[config.mk]
export PLATFORM = sky130hd
export DESIGN_NAME = sha256_stream_hash_unit
export DESIGN_NICKNAME = d
export VERILOG_FILES = /design/src/rtl/core/sha256_pkg.sv /design/src/rtl/core/sha256_stream_hash_unit.sv
export SDC_FILE = /design/constraint.sdc
export NUM_CORES = 2
export LEC_CHECK = 0
export BUFFER_PORTS_ARGS = -buffer_cell sky130_fd_sc_hd__buf_2
export CORE_MARGIN = 2
export CORE_UTILIZATION = 35
export CTS_CLUSTER_DIAMETER = 60
export DETAILED_ROUTE_END_ITERATION = 8
export SYNTH_ARGS = -nofsm -noshare
export SYNTH_HDL_FRONTEND = slang
export SYNTH_SLANG_ARGS = --single-unit
[constraint.sdc]
create_clock -name clock -period 41.1 [get_ports clock]
set_clock_uncertainty 0.05 [all_clocks]
set_input_delay 8.22 -clock clock [delete_from_list [all_inputs] [get_ports clock]]
set_output_delay 8.22 -clock clock [all_outputs]
set_load 0.05 [all_outputs]
[src/rtl/core/sha256_pkg.sv]
// Package with SHA-256 constants, state encoding and a rotate-right function.
package sha256_pkg;

   typedef enum logic [5:0] {
      ST_IDLE  = 6'b000001,
      ST_SCHED = 6'b000010,
      ST_ROUND = 6'b000100,
      ST_FOLD  = 6'b001000,
      ST_PAD   = 6'b010000,
      ST_EMIT  = 6'b100000
   } state_type;

   localparam logic [31:0] INIT_H [8] = '{
      32'h6a09e667, 32'hbb67ae85, 32'h3c6ef372, 32'ha54ff53a,
      32'h510e527f, 32'h9b05688c, 32'h1f83d9ab, 32'h5be0cd19
   };

   localparam logic [31:0] ROUND_K [64] = '{
      32'h428a2f98, 32'h71374491, 32'hb5c0fbcf, 32'he9b5dba5,
      32'h3956c25b, 32'h59f111f1, 32'h923f82a4, 32'hab1c5ed5,
      32'hd807aa98, 32'h12835b01, 32'h243185be, 32'h550c7dc3,
      32'h72be5d74, 32'h80deb1fe, 32'h9bdc06a7, 32'hc19bf174,
      32'he49b69c1, 32'hefbe4786, 32'h0fc19dc6, 32'h240ca1cc,
      32'h2de92c6f, 32'h4a7484aa, 32'h5cb0a9dc, 32'h76f988da,
      32'h983e5152, 32'ha831c66d, 32'hb00327c8, 32'hbf597fc7,
      32'hc6e00bf3, 32'hd5a79147, 32'h06ca6351, 32'h14292967,
      32'h27b70a85, 32'h2e1b2138, 32'h4d2c6dfc, 32'h53380d13,
      32'h650a7354, 32'h766a0abb, 32'h81c2c92e, 32'h92722c85,
      32'ha2bfe8a1, 32'ha81a664b, 32'hc24b8b70, 32'hc76c51a3,
      32'hd192e819, 32'hd6990624, 32'hf40e3585, 32'h106aa070,
      32'h19a4c116, 32'h1e376c08, 32'h2748774c, 32'h34b0bcb5,
      32'h391c0cb3, 32'h4ed8aa4a, 32'h5b9cca4f, 32'h682e6ff3,
      32'h748f82ee, 32'h78a5636f, 32'h84c87814, 32'h8cc70208,
      32'h90befffa, 32'ha4506ceb, 32'hbef9a3f7, 32'hc67178f2
   };

   localparam logic [7:0] PAD_BYTE     = 8'h80;
   localparam logic [5:0] LENGTH_START = 6'd56;

   function automatic logic [31:0] rotr(input logic [31:0] x, input int n);
      rotr = (x >> n) | (x << (32 - n));
   endfunction

endpackage

[src/rtl/core/sha256_stream_hash_unit.sv]
// Top level of the byte-serial SHA-256 hash unit.
//
// The unit takes a message one byte per item and emits the 32-bit digest words h0..h7 as
// eight result items after the item marked last. A byte that does not complete a 64-byte
// block is only written into the block buffer. A byte that completes one is followed by a state
// that loads the working variables, then 64 rounds (one shared round datapath, one round per
// cycle, the message schedule extended in a 16-word sliding window) and a fold into the hash.
// The last item then feeds the 0x80 byte, zero fill and the length field through the same
// byte path, one byte per cycle, giving one or two more compressions, and then the eight
// digest words go out one per accepted result. req_tready is low through all of this.
module sha256_stream_hash_unit #(
   parameter int LENGTH_BITS = 64
) (
   input  logic        clock,
   input  logic        reset,
   input  logic        req_tvalid,
   output logic        req_tready,
   input  logic [15:0] req_tdata,   // data_byte[7:0], has_byte[8], zeros above
   input  logic        req_tlast,   // last_byte
   output logic        rsp_tvalid,
   input  logic        rsp_tready,
   output logic [31:0] rsp_tdata,   // digest_word[31:0]
   output logic [2:0]  rsp_tuser,   // word_index[2:0]
   output logic        rsp_tlast    // final_word
);

   sha256_pkg::state_type state_ff, state_in;
   logic [31:0] hash_ff [8];
   logic [31:0] win_ff [16];
   logic [31:0] wv_ff [8];
   logic [5:0]  fill_ff;
   logic [LENGTH_BITS-1:0] len_ff;
   logic [6:0]  round_ff;
   logic        padding_ff;  // set once the length field has gone in
   logic [2:0]  emit_ff;
   // The message is being padded, the 0x80 byte is still to go, and the current block
   // is the one that carries the length field.
   logic        pad_mode_ff, pad80_ff, len_blk_ff;

   // Byte entering the block buffer this cycle.
   logic        put_en;
   logic [7:0]  put_byte;
   logic [63:0] len64;
   logic [2:0]  len_sel;
   logic        accept;

   assign accept     = req_tvalid && req_tready;
   assign req_tready = (state_ff == sha256_pkg::ST_IDLE);
   assign len64      = 64'(len_ff);
   assign len_sel    = fill_ff[2:0];

   always_comb begin
      put_en   = 1'b0;
      put_byte = req_tdata[7:0];
      if (state_ff == sha256_pkg::ST_IDLE) begin
         put_en = accept && req_tdata[8];
      end else if (state_ff == sha256_pkg::ST_PAD) begin
         put_en = 1'b1;
         if (!padding_ff && pad80_ff) begin
            put_byte = sha256_pkg::PAD_BYTE;
         end else if (len_blk_ff && fill_ff >= sha256_pkg::LENGTH_START) begin
            put_byte = len64[(7 - len_sel) * 8 +: 8];
         end else begin
            put_byte = 8'h00;
         end
      end
   end

   // Round datapath: the window head is w[t]; the next schedule word is appended at the tail.
   logic [31:0] s0, s1, w_next, big0, big1, ch, maj, t1, t2;
   always_comb begin
      s0 = sha256_pkg::rotr(win_ff[1], 7) ^ sha256_pkg::rotr(win_ff[1], 18) ^ (win_ff[1] >> 3);
      s1 = sha256_pkg::rotr(win_ff[14], 17) ^ sha256_pkg::rotr(win_ff[14], 19)
         ^ (win_ff[14] >> 10);
      w_next = s1 + win_ff[9] + s0 + win_ff[0];
      big1 = sha256_pkg::rotr(wv_ff[4], 6) ^ sha256_pkg::rotr(wv_ff[4], 11)
           ^ sha256_pkg::rotr(wv_ff[4], 25);
      ch   = (wv_ff[4] & wv_ff[5]) ^ (~wv_ff[4] & wv_ff[6]);
      t1   = wv_ff[7] + big1 + ch + sha256_pkg::ROUND_K[round_ff[5:0]] + win_ff[0];
      big0 = sha256_pkg::rotr(wv_ff[0], 2) ^ sha256_pkg::rotr(wv_ff[0], 13)
           ^ sha256_pkg::rotr(wv_ff[0], 22);
      maj  = (wv_ff[0] & wv_ff[1]) ^ (wv_ff[0] & wv_ff[2]) ^ (wv_ff[1] & wv_ff[2]);
      t2   = big0 + maj;
   end

   always_comb begin
      state_in = state_ff;
      case (state_ff)
         sha256_pkg::ST_IDLE: begin
            if (accept) begin
               if (put_en && fill_ff == 6'd63) state_in = sha256_pkg::ST_SCHED;
               else if (req_tlast)              state_in = sha256_pkg::ST_PAD;
            end
         end
         sha256_pkg::ST_SCHED: state_in = sha256_pkg::ST_ROUND;
         sha256_pkg::ST_ROUND: if (round_ff == 7'd63) state_in = sha256_pkg::ST_FOLD;
         sha256_pkg::ST_FOLD: begin
            if (padding_ff)        state_in = sha256_pkg::ST_EMIT;
            else if (pad_mode_ff)  state_in = sha256_pkg::ST_PAD;
            else                   state_in = sha256_pkg::ST_IDLE;
         end
         sha256_pkg::ST_PAD:
            if (fill_ff == 6'd63) state_in = sha256_pkg::ST_SCHED;
         sha256_pkg::ST_EMIT:
            if (rsp_tready && emit_ff == 3'd7) state_in = sha256_pkg::ST_IDLE;
         default: state_in = sha256_pkg::ST_IDLE;
      endcase
   end

   always_ff @(posedge clock) begin
      if (reset) begin
         state_ff    <= sha256_pkg::ST_IDLE;
         fill_ff     <= '0;
         len_ff      <= '0;
         round_ff    <= '0;
         padding_ff  <= 1'b0;
         pad_mode_ff <= 1'b0;
         pad80_ff    <= 1'b0;
         len_blk_ff  <= 1'b0;
         emit_ff     <= '0;
         for (int i = 0; i < 8; i++) hash_ff[i] <= sha256_pkg::INIT_H[i];
      end else begin
         state_ff <= state_in;
         if (put_en) begin
            fill_ff <= fill_ff + 6'd1;
            if (fill_ff[1:0] == 2'd0) win_ff[fill_ff[5:2]] <= {put_byte, 24'h0};
            else win_ff[fill_ff[5:2]][(3 - fill_ff[1:0]) * 8 +: 8] <= put_byte;
            if (state_ff == sha256_pkg::ST_PAD) begin
               pad80_ff <= 1'b0;
               // A 0x80 byte ahead of byte 56 leaves room for the length in this block.
               if (pad80_ff && fill_ff < sha256_pkg::LENGTH_START) len_blk_ff <= 1'b1;
               if (fill_ff == 6'd63 && len_blk_ff) padding_ff <= 1'b1;
            end
         end
         if (accept && req_tdata[8]) len_ff <= len_ff + LENGTH_BITS'(8);
         if (accept && req_tlast) begin
            pad_mode_ff <= 1'b1;
            pad80_ff    <= 1'b1;
         end
         case (state_ff)
            sha256_pkg::ST_SCHED: begin
               for (int i = 0; i < 8; i++) wv_ff[i] <= hash_ff[i];
               round_ff <= '0;
            end
            sha256_pkg::ST_ROUND: begin
               for (int i = 0; i < 15; i++) win_ff[i] <= win_ff[i + 1];
               win_ff[15] <= w_next;
               wv_ff[7] <= wv_ff[6];
               wv_ff[6] <= wv_ff[5];
               wv_ff[5] <= wv_ff[4];
               wv_ff[4] <= wv_ff[3] + t1;
               wv_ff[3] <= wv_ff[2];
               wv_ff[2] <= wv_ff[1];
               wv_ff[1] <= wv_ff[0];
               wv_ff[0] <= t1 + t2;
               round_ff <= round_ff + 7'd1;
            end
            sha256_pkg::ST_FOLD: begin
               for (int i = 0; i < 8; i++) hash_ff[i] <= hash_ff[i] + wv_ff[i];
               round_ff <= '0;
               emit_ff  <= '0;
               // The 0x80 byte went in too late for the length: the next block carries it.
               if (pad_mode_ff && !pad80_ff && !padding_ff) len_blk_ff <= 1'b1;
            end
            sha256_pkg::ST_EMIT: begin
               if (rsp_tready) begin
                  emit_ff <= emit_ff + 3'd1;
                  if (emit_ff == 3'd7) begin
                     for (int i = 0; i < 8; i++) hash_ff[i] <= sha256_pkg::INIT_H[i];
                     fill_ff     <= '0;
                     len_ff      <= '0;
                     padding_ff  <= 1'b0;
                     pad_mode_ff <= 1'b0;
                     pad80_ff    <= 1'b0;
                     len_blk_ff  <= 1'b0;
                     round_ff    <= '0;
                  end
               end
            end
            default: begin
            end
         endcase
      end
   end

   assign rsp_tvalid = (state_ff == sha256_pkg::ST_EMIT);
   assign rsp_tdata  = hash_ff[emit_ff];
   assign rsp_tuser  = emit_ff;
   assign rsp_tlast  = (emit_ff == 3'd7);

   a_no_accept_busy: assert property (@(posedge clock) disable iff (reset)
      state_ff != sha256_pkg::ST_IDLE |-> !req_tready)
      else $error("input accepted while busy");
   a_rounds_bound: assert property (@(posedge clock) disable iff (reset)
      state_ff == sha256_pkg::ST_ROUND |-> round_ff < 7'd64)
      else $error("round counter out of range");
   a_emit_order: assert property (@(posedge clock) disable iff (reset)
      rsp_tvalid && rsp_tready && !rsp_tlast |=> rsp_tvalid && rsp_tuser == $past(rsp_tuser) + 3'd1)
      else $error("digest words out of order");

endmodule

==> flow_summary_export.csv <==
group,metric,value,unit
sta,tightest_slew,1.365,ns
synth,yosys-top-cells-count,"nand2_1 (1055), edfxtp_1 (896), a21o_1 (674), o21ai_0 (418), nor2_1 (413)",
synth,yosys.area_share.adder,12.39,%
sta,setup_viol,0,
synth,synth_compound_area_share,18.06,%
die,num_rows,168,
pwr,p_int,2.239,mW
clock_network,cts_root_buf,"clkbuf_16",
job,cap_violations,0,
die,core_area,209400,um2
placed_design,place_hpwl,171500,um
synth,synth-simple-area-share,12.34,%
die,fp.dieArea,213900,um2
clock_network,clk_latency,0.82,ns
pwr,netSwitchingFraction,30.02,%
synth,synth_area_leaders,"edfxtp_1 (37%), a21o_1 (6.9%), ha_1 (6.8%)",
synth,yosysTopAreaCellShare,36.56,%
global_route,grt_max_degree,218,
worst_hold_path,min_path_type,"flip-flop to flip-flop",
clock_network,cts_inserted_buffers,143,
pwr,power.sequential.fraction,38.8,%
synth,yosys_warnings,0,
global_route,gr-total-overflow,0,
synth,synth_fp_nets,7891,
worst_setup_path,rrSetupSlack,30.50,ns
clock_network,clk_pin_slew_worst_paths,0.07,ns
die,boundaryPins,59,
synth,synthesis.area,73590,um2
synth,synth_top_cell_by_area,"edfxtp_1",
worst_setup_path,reg2regPathDepth,35,
run_status,outcome,"finished clean",
placed_design,place_congestion,0.9719,
die,die_y,462.5,um
synth,synth-seq-cells,1114,
die,initial_utilization,35.15,%
sta,slew_viol_final,0,
final_layout,design_area,81740,um2
worst_setup_path,worst-path-max-fanout,40,
synth,synthXorXnorAreaFrac,7.260,%
synth,synth-edff-count,896,
route,drt_iter0_markers,5920,
route,wl_per_cell,23.21,um
worst_hold_path,holdCritStartpoint,"win_ff[15][7]",
pwr,combPwrFrac,20.9,%
sta,slew-limit-headroom,8.018,%
synth,synth_flop_cell,"edfxtp_1",
clock_network,hold_buffers,0,
pwr,power_density,39.13,nW/um2
sta,setup_ws,29.14,ns
placed_design,preCtsSetupSlack,28.62,ns
final_layout,fin_util,39.04,%
route,wl,235000,um
sta,tns,0,ns
synth,synth.most_common_cell,"nand2_1",
worst_setup_path,crit_end,"rsp_tdata[13]",
pwr,peakVddDrop,35.93,uV
synth,synth_top_family_by_area,"compound AO/OA/AOI/OAI gates",
sta,hold_violations,0,
sta,min_period_over_period,29.10,%
global_route,grtUsageTotal,21.38,%
global_route,antenna_found_initial,4,
synth,async_flop_share,0,%
die,die_x,462.5,um
pwr,clkPwrFrac,40.4,%
final_layout,num-fill-cells,20550,
sta,rsz0062_at_grt,"no",
final_layout,layout-drive-gt1-share,8.446,%
worst_setup_path,criticalPathCategory,"flip-flop to output port",
global_route,grt_first_pass_wirelength,350400,um
worst_setup_path,worstReg2RegStart,"round_ff[0]",
route,postRouteAntennaNets,0,
synth,synthMuxAreaShare,3.872,%
clock_network,clockBufferDepth,3,
final_layout,area_growth,11.08,%
synth,synth.avg_cell_area,10.11,um2
synth,synth_cell_type_count,96,
clock_network,tritoncts,"yes",
global_route,grt_pass1_vias,54390,
worst_setup_path,worst_setup_path_start_kind,"flip-flop",
pwr,p_sw,0.9602,mW
placed_design,place_area,76880,um2
worst_setup_path,timing.rr.end,"wv_ff[0][159]",
pwr,power.leakage,34.36,nW
final_layout,final_nets,7814,
route,vias,56680,
worst_setup_path,worstPathArrival,3.69,ns
clock_network,cts_setup_buffers,0,
clock_network,htreeDepth,4,
synth,synth_cells,7276,
route,dr.pass1.iters,8,
synth,synth_sequential_area_ratio,42.49,%
clock_network,clock-sinks,1114,
sta,max_freq,83.60,MHz
worst_setup_path,worstSetupEndpointType,"output port",
worst_setup_path,required,32.83,ns
sta,post-route-min-period,11.96,ns
route,avgViaCountPerCell,5.597,
placed_design,io_buffers,51,
route,drc,0,
clock_network,cts_resized,0,
## power by group through the flow
stage               sequential (mW)  combinational [mW]  clock, mW
floorplan                      1.25               0.490          0
global placement               1.26               0.645          0
detailed placement             1.26               0.653          0
CTS                            1.24               0.661       1.32
global route                   1.24               0.734       1.36
finish                         1.24               0.668       1.29
## kinds of logic after synthesis
kind of cell             after synthesis
AND/OR/NAND/NOR                     2055
AO/OA/AOI/OAI                       2019
flip-flops                          1114
buffers and inverters                687
adder cells (fa/ha/maj)              616
XOR/XNOR                             610
multiplexers                         175
## placed cells by master, fill, tap and decap left out, drive strengths merged, types with 50 or more instances in the layout
master / synthesis / routed
nand2b: 59 / 59
o21a: 61 / 61
nand2: 1058 / 1058
inv: 285 / 303
a31oi: 58 / 58
o21ai: 428 / 428
buf: 91 / 177
a211oi: 50 / 50
ha: 399 / 399
o211ai: 62 / 62
xor2: 201 / 201
mux4: 82 / 82
nor2b: 53 / 53
clkbuf: 308 / 184
nor3: 95 / 95
nand3: 121 / 121
a21o: 674 / 674
mux2: 57 / 57
xnor2: 409 / 409
fa: 195 / 195
dfxtp: 218 / 218
nor2: 416 / 416
a21oi: 403 / 403
edfxtp: 896 / 896
and3: 50 / 50
## metal layers
metal,share of wire (%),vias to the layer above,track usage (%)
li1,-,26050,-
met4,4.6,0,9.230
met1,42,27900,28.82
met5,0,-,0
met2,45,2269,33.72
met3,7.9,462,3.711
## layout make-up
class	instances	area, um2	share of cell area [%]
Multi-Input combinational cell	5475	39760	48.64
Sequential cell	1114	31280	38.27
Clock buffer	184	3844	4.702
Tap cell	2805	3510	4.294
Timing Repair Buffer	177	1259	1.540
Inverter	288	1084	1.326
Clock inverter	79	989.7	1.211
Antenna cell	5	12.51	0.01531
## sequential cells by signal, summed over array words and instances, names as in the netlist, named ones only
| signal | cells |
|---|---|
| len64 | 61 |
| state_ff | 6 |
| pad80_ff | 1 |
| wv_ff | 256 |
| pad_mode_ff | 1 |
| round_ff | 7 |
| fill_ff | 6 |
| win_ff | 512 |
| rsp_tuser | 3 |
| padding_ff | 1 |
| hash_ff | 256 |
| len_blk_ff | 1 |
## worst min path at each step
stage / slack, ns / endpoint / cells past startpoint
floorplan: 0.40 / hash_ff[7][31] / 1
global placement: 0.42 / hash_ff[7][31] / 1
detailed placement: 0.44 / len64[40] / 2
CTS: 0.43 / state_ff[5] / 2
global route: 0.46 / win_ff[7][6] / 1
finish: 0.44 / win_ff[14][7] / 1
## critical path, stage by stage, from the launching register on
cell     delay, ns
dfxtp_4       0.95
buf_4         0.62
mux4_2        0.61
mux2_2        0.38
buf_2         0.24
## stage by stage
step	hold WS, ns	std cells	power (mW)
after detailed placement	0.4404	9857	1.916
after global routing	0.4638	10120	3.333
final	0.4372	10130	3.199
after floorplan	0.4033	7276	1.742
after global placement	0.4218	9857	1.907
after CTS	0.4310	10120	3.215
Note: power is estimated with default switching activity, not from simulation.
